==> config.mk <==
export PLATFORM = sky130hd
export DESIGN_NAME = hbridge_deadtime_reversal_unit
export DESIGN_NICKNAME = d
export VERILOG_FILES = /design/src/design/hdr_pkg.sv /design/src/design/hdr_lane.sv /design/src/design/hdr_out_buf.sv /design/src/design/hbridge_deadtime_reversal_unit.sv
export SDC_FILE = /design/constraint.sdc
export NUM_CORES = 1
export LEC_CHECK = 0
export BUFFER_PORTS_ARGS = -buffer_cell sky130_fd_sc_hd__buf_2
export CORE_UTILIZATION = 50
export CTS_BUF_LIST = sky130_fd_sc_hd__clkbuf_4 sky130_fd_sc_hd__clkbuf_8
export DETAILED_ROUTE_END_ITERATION = 8
export GPL_TIMING_DRIVEN = 0
export PLACE_DENSITY = 0.77
export SKIP_LAST_GASP = 1
export SLEW_MARGIN = 20
export SYNTH_ARGS = -nofsm -noshare
export SYNTH_HDL_FRONTEND = slang
export SYNTH_SLANG_ARGS = --single-unit
==> constraint.sdc <==
create_clock -name clk -period 4.1 [get_ports clk]
set_input_delay 0.82 -clock clk [delete_from_list [all_inputs] [get_ports clk]]
set_output_delay 0.82 -clock clk [all_outputs]
set_load 0.05 [all_outputs]
==> src/design/hdr_pkg.sv <==
// ----------------------------------------------------------------------------
// hdr_pkg
// Shared types and constants for the H-bridge dead-time reversal unit.
// ----------------------------------------------------------------------------
package hdr_pkg;

    localparam int unsigned CMD_W      = 16;
    localparam int unsigned NOW_W      = 32;
    localparam int unsigned SCALE_W    = 9;
    localparam int unsigned DUTY_W     = 16;
    localparam int unsigned DEADTIME_W = 16;
    localparam int unsigned IN_DATA_W  = 80;
    localparam int unsigned OUT_DATA_W = 40;

    localparam logic [DEADTIME_W-1:0] DEADTIME_RESET = 16'd1200;
    localparam logic [SCALE_W-1:0]    SCALE_FULL     = 9'd256;

    typedef enum logic [1:0] {
        PH_RUN  = 2'd0,
        PH_DEAD = 2'd1,
        PH_SET  = 2'd2
    } phase_t;

    typedef enum logic [1:0] {
        DIR_ZERO = 2'd0,
        DIR_FWD  = 2'd1,
        DIR_REV  = 2'd2
    } dir_t;

    typedef struct packed {
        dir_t              bridge;
        logic [DUTY_W-1:0] duty;
    } lane_out_t;

endpackage

==> src/design/hdr_lane.sv <==
// ----------------------------------------------------------------------------
// hdr_lane
// One bridge side: command clamp, direction tracking, dead-time wait, duty.
// ----------------------------------------------------------------------------
module hdr_lane #(
    parameter int unsigned PWM_TOP = 1023
) (
    input  logic                                 clk,
    input  logic                                 rst_n,
    input  logic                                 accept,
    input  logic [hdr_pkg::NOW_W-1:0]            now_us,
    input  logic signed [hdr_pkg::CMD_W-1:0]     cmd,
    input  logic [hdr_pkg::SCALE_W-1:0]          scale,
    input  logic [hdr_pkg::DEADTIME_W-1:0]       dead_time,
    output hdr_pkg::lane_out_t                   result
);

    localparam int unsigned MAG_W  = hdr_pkg::CMD_W - 1;
    localparam int unsigned PROD_W = MAG_W + hdr_pkg::SCALE_W;
    localparam logic signed [hdr_pkg::CMD_W:0] TOP_S = (hdr_pkg::CMD_W+1)'(PWM_TOP);

    hdr_pkg::phase_t           phase_reg, phase_next;
    hdr_pkg::dir_t             applied_reg, applied_next;
    hdr_pkg::dir_t             drive_reg, drive_next;
    logic [hdr_pkg::NOW_W-1:0] start_reg, start_next;

    logic signed [hdr_pkg::CMD_W:0] cmd_ext;
    logic [MAG_W-1:0]               mag;
    hdr_pkg::dir_t                  dir;
    logic [PROD_W-1:0]              prod;
    logic [hdr_pkg::NOW_W-1:0]      elapsed;

    always_comb
    begin
        cmd_ext = {cmd[hdr_pkg::CMD_W-1], cmd};
        if (cmd_ext > TOP_S || cmd_ext < -TOP_S)
        begin
            mag = MAG_W'(PWM_TOP);
        end
        else if (cmd_ext < 0)
        begin
            mag = MAG_W'(-cmd_ext);
        end
        else
        begin
            mag = MAG_W'(cmd_ext);
        end
        if (cmd_ext > 0)
        begin
            dir = hdr_pkg::DIR_FWD;
        end
        else if (cmd_ext < 0)
        begin
            dir = hdr_pkg::DIR_REV;
        end
        else
        begin
            dir = hdr_pkg::DIR_ZERO;
        end
        prod    = PROD_W'(mag) * PROD_W'(scale);
        elapsed = now_us - start_reg;
    end

    always_comb
    begin
        phase_next   = phase_reg;
        applied_next = applied_reg;
        drive_next   = drive_reg;
        start_next   = start_reg;
        result.duty  = '0;
        case (phase_reg)
            hdr_pkg::PH_DEAD:
            begin
                if (elapsed >= hdr_pkg::NOW_W'(dead_time))
                begin
                    phase_next = hdr_pkg::PH_SET;
                end
            end
            hdr_pkg::PH_SET:
            begin
                drive_next   = dir;
                applied_next = dir;
                phase_next   = hdr_pkg::PH_RUN;
            end
            default:
            begin
                if (dir != applied_reg)
                begin
                    drive_next = hdr_pkg::DIR_ZERO;
                    start_next = now_us;
                    phase_next = hdr_pkg::PH_DEAD;
                end
                else
                begin
                    result.duty = prod[PROD_W-1:8];
                end
            end
        endcase
        result.bridge = drive_next;
    end

    always_ff @(posedge clk or negedge rst_n)
    begin
        if (!rst_n)
        begin
            phase_reg   <= hdr_pkg::PH_RUN;
            applied_reg <= hdr_pkg::DIR_ZERO;
            drive_reg   <= hdr_pkg::DIR_ZERO;
            start_reg   <= '0;
        end
        else if (accept)
        begin
            phase_reg   <= phase_next;
            applied_reg <= applied_next;
            drive_reg   <= drive_next;
            start_reg   <= start_next;
        end
    end

endmodule

==> src/design/hdr_out_buf.sv <==
// ----------------------------------------------------------------------------
// hdr_out_buf
// Merges both lane results into one output word and holds it in an output
// register backed by a skid register.
// ----------------------------------------------------------------------------
module hdr_out_buf (
    input  logic                              clk,
    input  logic                              rst_n,
    input  logic                              in_valid,
    output logic                              in_ready,
    input  hdr_pkg::lane_out_t                left,
    input  hdr_pkg::lane_out_t                right,
    output logic                              out_valid,
    input  logic                              out_ready,
    output logic [hdr_pkg::OUT_DATA_W-1:0]    out_data
);

    localparam int unsigned PAD_W = hdr_pkg::OUT_DATA_W - 2*hdr_pkg::DUTY_W - 4;

    logic [hdr_pkg::OUT_DATA_W-1:0] merged;
    logic [hdr_pkg::OUT_DATA_W-1:0] out_data_reg;
    logic [hdr_pkg::OUT_DATA_W-1:0] skid_data_reg;
    logic                           out_valid_reg;
    logic                           skid_valid_reg;
    logic                           in_fire;
    logic                           out_fire;

    assign merged = {{PAD_W{1'b0}}, right.bridge, left.bridge, right.duty, left.duty};

    assign in_ready  = !skid_valid_reg;
    assign in_fire   = in_valid && in_ready;
    assign out_fire  = out_valid_reg && out_ready;
    assign out_valid = out_valid_reg;
    assign out_data  = out_data_reg;

    always_ff @(posedge clk or negedge rst_n)
    begin
        if (!rst_n)
        begin
            out_valid_reg  <= 1'b0;
            skid_valid_reg <= 1'b0;
        end
        else if (skid_valid_reg)
        begin
            if (out_fire)
            begin
                skid_valid_reg <= 1'b0;
            end
        end
        else if (in_fire)
        begin
            if (out_valid_reg && !out_ready)
            begin
                skid_valid_reg <= 1'b1;
            end
            out_valid_reg <= 1'b1;
        end
        else if (out_fire)
        begin
            out_valid_reg <= 1'b0;
        end
    end

    always_ff @(posedge clk)
    begin
        if (skid_valid_reg)
        begin
            if (out_fire)
            begin
                out_data_reg <= skid_data_reg;
            end
        end
        else if (in_fire)
        begin
            if (out_valid_reg && !out_ready)
            begin
                skid_data_reg <= merged;
            end
            else
            begin
                out_data_reg <= merged;
            end
        end
    end

endmodule

==> src/design/hbridge_deadtime_reversal_unit.sv <==
// ----------------------------------------------------------------------------
// hbridge_deadtime_reversal_unit
// Two-side H-bridge drive with dead time on every direction reversal.
// ----------------------------------------------------------------------------
// Usage:
//   s_axis carries one update transaction: tdata holds now_us, cmd_left,
//   cmd_right and power_scale. m_axis returns one transaction per update with
//   duty_left, duty_right, bridge_left and bridge_right.
//   cfg_we/cfg_wdata write the dead time in microseconds; write only while
//   no update is pending at the output.
//   A result is registered when its update is taken: in the output register,
//   or in the skid register while m_axis stalls. Throughput: one update per
//   cycle unless m_axis stalls; both sides are handled by parallel lanes whose
//   state steps in the accepting cycle, and the per-side multiply is the longest path.
//   A skid register behind the output register keeps s_axis_tready high for
//   one extra transaction while m_axis stalls; after that tready drops until
//   the receiver takes data.
//   Reset: both sides go to run with zero direction and bridge off, start
//   time zero, dead time 1200 us, output empty.
// ----------------------------------------------------------------------------
module hbridge_deadtime_reversal_unit #(
    parameter int unsigned PWM_TOP = 1023
) (
    input  logic                                   clk,
    input  logic                                   rst_n,
    input  logic                                   cfg_we,
    input  logic [hdr_pkg::DEADTIME_W-1:0]         cfg_wdata,
    input  logic                                   s_axis_tvalid,
    output logic                                   s_axis_tready,
    // now_us[31:0], cmd_left[47:32], cmd_right[63:48], power_scale[72:64], pad
    input  logic [hdr_pkg::IN_DATA_W-1:0]          s_axis_tdata,
    output logic                                   m_axis_tvalid,
    input  logic                                   m_axis_tready,
    // duty_left[15:0], duty_right[31:16], bridge_left[33:32], bridge_right[35:34]
    output logic [hdr_pkg::OUT_DATA_W-1:0]         m_axis_tdata
);

    logic [hdr_pkg::DEADTIME_W-1:0] deadtime_reg;
    logic                           accept;
    logic [hdr_pkg::NOW_W-1:0]      now_us;
    logic signed [hdr_pkg::CMD_W-1:0] cmd_left;
    logic signed [hdr_pkg::CMD_W-1:0] cmd_right;
    logic [hdr_pkg::SCALE_W-1:0]    scale_raw;
    logic [hdr_pkg::SCALE_W-1:0]    scale;
    hdr_pkg::lane_out_t             res_left;
    hdr_pkg::lane_out_t             res_right;

    assign accept    = s_axis_tvalid && s_axis_tready;
    assign now_us    = s_axis_tdata[31:0];
    assign cmd_left  = s_axis_tdata[47:32];
    assign cmd_right = s_axis_tdata[63:48];
    assign scale_raw = s_axis_tdata[72:64];
    assign scale     = (scale_raw > hdr_pkg::SCALE_FULL) ? hdr_pkg::SCALE_FULL : scale_raw;

    always_ff @(posedge clk or negedge rst_n)
    begin
        if (!rst_n)
        begin
            deadtime_reg <= hdr_pkg::DEADTIME_RESET;
        end
        else if (cfg_we)
        begin
            deadtime_reg <= cfg_wdata;
        end
    end

    hdr_lane #(
        .PWM_TOP (PWM_TOP)
    ) u_lane_left (
        .clk         (clk),
        .rst_n       (rst_n),
        .accept      (accept),
        .now_us      (now_us),
        .cmd         (cmd_left),
        .scale       (scale),
        .dead_time   (deadtime_reg),
        .result      (res_left)
    );

    hdr_lane #(
        .PWM_TOP (PWM_TOP)
    ) u_lane_right (
        .clk         (clk),
        .rst_n       (rst_n),
        .accept      (accept),
        .now_us      (now_us),
        .cmd         (cmd_right),
        .scale       (scale),
        .dead_time   (deadtime_reg),
        .result      (res_right)
    );

    hdr_out_buf u_out_buf (
        .clk       (clk),
        .rst_n     (rst_n),
        .in_valid  (s_axis_tvalid),
        .in_ready  (s_axis_tready),
        .left      (res_left),
        .right     (res_right),
        .out_valid (m_axis_tvalid),
        .out_ready (m_axis_tready),
        .out_data  (m_axis_tdata)
    );

endmodule
======== Yosys cells after proc, flatten, opt, wreduce, memory -nomap -nowiden ========
Index checks and enable logic that the tools add are counted.
storage, ports and cells
  logic and storage cells ................. 98
  input bits .............................. 101
  output and inout bits ................... 42
  flip-flop bits (word level) ............. 170
operators by class
  reduce and logical (&&, ||, !) cells .... 22
  muxes and demuxes ....................... 33
  add/sub/neg operators ................... 4
  magnitude comparators ................... 11
  $mul .................................... 2
  bitwise gates (word level) .............. 3
  equality and inequality tests ........... 10
operators by type and width
  cell                                                              number
  2-to-1 mux 40 bit                                                 4
  >= comparator 32 x 16 -> 1 bit                                    2
  2-to-1 mux 16 bit                                                 4
  subtractor 32 bit                                                 2
  2-to-1 mux 15 bit                                                 4
  multiplier 15 x 9 -> 24 bit                                       2
  greater-than comparator 16 x 1 -> 1 bit (second input constant)   2
  greater-than comparator 16 x 11 -> 1 bit (second input constant)  2
  less-than comparator 16 x 1 -> 1 bit (second input constant)      2
  less-than comparator 16 x 11 -> 1 bit (second input constant)     2
  negator 15 bit                                                    2
  2-to-1 mux 2 bit                                                  10
  AND reduction 3 bit                                               6
  one-hot mux 2 bit (2 select lines)                                4
  greater-than comparator 9 bit (second input constant)             1
  2-to-1 mux 9 bit                                                  1
  2-to-1 mux 1 bit                                                  6
  inequality test 2 x 1 -> 1 bit (second input constant)            3
  AND reduction 2 bit                                               3
  nonzero test 3 bit                                                2
  == test 2 x 1 -> 1 bit (second input constant)                    2
  == test 2 bit (second input constant)                             2
  inequality test 2 bit                                             2
  nonzero test 2 bit                                                2
  6 further kinds                                                   13

======== Depth between registers and ports, before layout ========
  depth in word-level cells ............... 9
  gate-level depth with buffers ........... 27
  depth with buffers taken out ............ 27

======== Hierarchy ========
A second synthesis with hierarchy kept.
second synthesis, totals
  cells, all modules ...................... 2110
  area total of the unflattened synthesis .. 19412.4 sq um
modules (own cells, without submodules)
  module                          sequential area each (sq um)  instances  area an instance (sq um)  cells each
  hdr_lane at u_lane_left         950.9                         1          8157.8                    998
  hdr_lane at u_lane_right        950.9                         1          7781.2                    939
  hdr_out_buf                     2212.1                        1          2758.9                    129
  hbridge_deadtime_reversal_unit  405.4                         1          714.4                     44

======== Least setup slack after synthesis ========
OpenSTA, ideal clock, no wires.
  path kind ............................... input -> register
  start point ............................. input port s_axis_tdata[32] (netlist name)
  end point ............................... register u_out_buf.out_data_reg (netlist bit u_out_buf.out_data[8]) (data pin)
  stages on the path ...................... 23
  library setup time ...................... 0.260 ns
  data required time ...................... 3.840 ns
  arrival time ............................ 6.546 ns
  buffers on the path ..................... 1
  setup slack ............................. -2.706 ns
  path through ............................ inv_1 -> ha_1 -> nor4b_2 -> o32ai_1 -> clkbuf_1 -> nand2_1 -> and2_1 -> fa_1 -> fa_1 -> fa_1 -> inv_1 -> fa_1 -> inv_1 -> ha_1 -> a21o_1 -> a21o_1 -> a21oi_1 -> nor2b_1 -> a31o_2 -> o21a_1 -> or3_1 -> and3_1 -> mux2_2
RTL lines
  element               RTL line                              RTL
  from (decl)           hbridge_deadtime_reversal_unit.sv:31  input logic [hdr_pkg::IN_DATA_W-1:0] s_axis_tdata,
  to (signal assigned)  hdr_out_buf.sv:70                     out_data_reg <= skid_data_reg;
  to (signal assigned)  hdr_out_buf.sv:81                     out_data_reg <= merged;
  to (decl)             hdr_out_buf.sv:21                     logic [hdr_pkg::OUT_DATA_W-1:0] out_data_reg;

==> results.py <==
metrics = {
    "outcome": {
        "status": "finished with violations",
        "failed_checks": "setup timing",
    },
    "die": {
        "fp.dieArea_um2": 38500,
        "top_level_ports": 143,
        "die_w_um": 196,
        "core_area_um2": 36900,
        "dieHeight_um": 196,
        "num_rows": 70,
        "start_util_pct": 51.2,
    },
    "critical_path": {
        "critical_path.max_fanout": 7,
        "r2r_end": "u_lane_right.phase_reg[0]",
        "cp.arrival_ps": 6740,
        "crit_path_end": "u_out_buf.out_data[11]",
        "required_ps": 4330,
        "path_depth": 27,
        "crit_path_frequent_cell": "fa_1",
        "cp-startpoint": "s_axis_tdata[40]",
        "slowest_delay_ps": 540,
        "cp_top_family": "adder cells",
        "cp-end-kind": "flop",
        "r2r_cells": 21,
        "r2r-start": "u_lane_right.start_reg[0]",
        "ff2ff_setup_slack_ps": -670,
        "criticalPathCategory": "in2reg",
        "crit_slowest_cell": "or4_4",
        "start_kind": "input pin",
        "cp_num_buf_inv": 7,
    },
    "clocking": {
        "htree_levels": 4,
        "cts.clk_slew.worst_paths_ps": 90,
        "cts-root-buf": "clkbuf_8",
        "cts_buffer_depth": 2,
        "cts_buffers": 17,
        "clkLatencyLatePin_ps": 480,
        "cts_sinks": 166,
        "cts_tree": "done",
    },
    "final_layout": {
        "fillers": 2887,
        "n_antenna_cell": 0,
        "nets": 2969,
        "area_growth_pct": 27.4,
        "layout-drive-gt1-share_pct": 24.3,
        "final_cell_mix": "305 x inv_1, 210 x nand2_1, 177 x fa_1, 165 x nor2_1, 155 x ha_1",
        "final_common_cell": "inv_1",
    },
    "timing": {
        "tightest_slew_ps": 878,
        "finClkSkew_ps": 16.3,
        "fin_crit_ps": 6500,
        "max_freq_ghz": 0.154,
        "slew_viol_final": 0,
        "fin_crit_sh_pct": 159,
        "worst_slack_ps": -2400,
        "rsz0062_at_grt": "true",
        "finalSetupViolations": 56,
        "relSlewSlack_pct": 41.4,
        "hold_viol_final": 0,
    },
    "logic_synthesis": {
        "synth_area_leaders": "fa_1 20%, ha_1 12%, dfrtp_1 12%",
        "synth-edff-count": 72,
        "synthCells": 2140,
        "ys.flop_type": "dfrtp_1",
        "syn_area_um2": 18900,
        "async_flop_share_pct": 56.6,
        "yosysUniqueCellTypes": 84,
        "yosysTopAreaCellShare_pct": 19.5,
        "syn_area_per_cell_um2": 8.82,
        "ys_ff_latch": 166,
        "synth_top_area_cell": "fa_1",
        "ys_warn_count": 0,
        "seq_area_frac_synth_pct": 24.0,
    },
    "pwr": {
        "leakagePower_nw": 11.2,
        "p_total_mw": 19.8,
        "power_density_nw_per_um2": 824,
        "ir_drop_mv": 0.532,
    },
    "placement": {
        "place.gp.congestion": 0.940,
        "dpl_worst_slack_ps": -3150,
        "port_buffers": 129,
        "hpwlAfterDp_um": 39100,
    },
    "global_route": {
        "grt_remaining_overflow": 0,
        "grt_use_total_pct": 27.3,
        "antenna_found_initial": 1,
        "grt_pass1_vias": 16900,
        "grt_pass1_wl_um": 83900,
        "grt_start_max_net_pins": 74,
    },
    "route": {
        "routed_wl_um": 53300,
        "post_drt_wl_per_cell_um": 17.6,
        "ant_nets": 0,
        "dr.pass1.iters": 5,
        "vias": 16700,
        "post_drt_via_cell_ratio": 5.53,
        "drcViolationCount": 0,
        "drtIter0Drc": 1008,
    },
    "hold_path": {
        "hp-class": "in2async",
    },
    "flow_run": {
        "maxCapViolCount": 0,
    },
}
## metrics by stage
step                      util, %  hold WS (ps)  area (um^2)  setup TNS [ps]  instances
after floorplan                 -           467        19900          -83450       2232
after global placement       57.3           480        21100         -157980       2865
after detailed placement     57.6           490        21200         -131250       2869
after CTS                    62.1           149        22900          -90640       2969
after global routing         65.2           152        24000         -107800       3019
final                        65.2           173        24000          -99380       3019
## per-layer routing
layer  up-vias  track usage, %  routed length, um
li1       7731               -                  -
met1      8239            34.3              22000
met2       607            47.8              27000
met3       108            3.89               2810
met4         0            9.69               1480
met5         -               0                  0
## worst register-to-register path: cells and delay by family (launching register included)
kind | cells | cell delay, ps
AOI/OAI and AO/OA | 11 | 2170
and+or+nand+nor | 4 | 920
adders and majority gates | 3 | 830
DFF | 1 | 400
buffers and inverters | 2 | 190
xor gates and xnor gates | 1 | 160
## area by class of cell
type / instances / area (um^2) / area share, %
Buffer: 78 / 392 / 1.63
Clock buffer: 19 / 249 / 1.04
Clock inverter: 13 / 194 / 0.807
Inverter: 334 / 1290 / 5.35
Multi-Input combinational cell: 1654 / 14900 / 61.9
Sequential cell: 166 / 4520 / 18.8
Tap cell: 504 / 631 / 2.62
Timing Repair Buffer: 251 / 1880 / 7.83
## synth_stat cells (all sizes together) (15+ instances only)
cell type	instances
inv	333
nand2	248
nor2	190
fa	184
ha	182
o21ai	134
a21oi	105
dfrtp	90
edfxtp	72
clkbuf	69
xnor2	46
and2	38
xor2	36
a21o	35
o31ai	31
nand3	27
nand2b	25
mux2	24
nor2b	20
nor3	20
o21a	18
nand4	15
or3	15
## where the power goes
group	internal (mW)	total, mW	switching (mW)
clock	0.688	1.37	0.678
sequential	2.55	2.83	0.283
combinational	6.66	15.6	8.94
## logic make-up (layout without fill, tap and decap cells)
logic type | after synthesis | count (layout) | share of synthesized area, %
and+or+nand+nor | 646 | 646 | 15.7
xor gates and xnor gates | 82 | 82 | 3.81
muxes | 28 | 28 | 1.64
DFF | 166 | 166 | 24.0
buffers and inverters | 412 | 695 | 8.32
AOI/OAI and AO/OA | 438 | 438 | 15.0
other | 2 | 94 | 0.0398
adders and majority gates | 366 | 366 | 31.6
## what timing repair did
item                                    in CTS  in global routing
endpoints found under the setup margin      56                 56
resized for setup                          155                169
hold buffers                                 0                  0
buffers inserted                            68                 56
pin swaps                                  120                145
gates cloned                                 1                  0
endpoints found under the hold margin        0                  0
## worst min path at each step
| stage | to | slack, ps | depth (start not counted) |
|---|---|---|---|
| floorplan | u_lane_right.applied_reg[0] | 470 | 2 |
| global placement | u_lane_right.applied_reg[0] | 480 | 2 |
| detailed placement | u_lane_right.applied_reg[0] | 490 | 2 |
| CTS | u_lane_left.start_reg[12] | 150 | 1 |
| global route | u_lane_left.start_reg[12] | 150 | 1 |
| finish | u_lane_left.start_reg[12] | 170 | 1 |
Power figures use the tool's default switching activity.
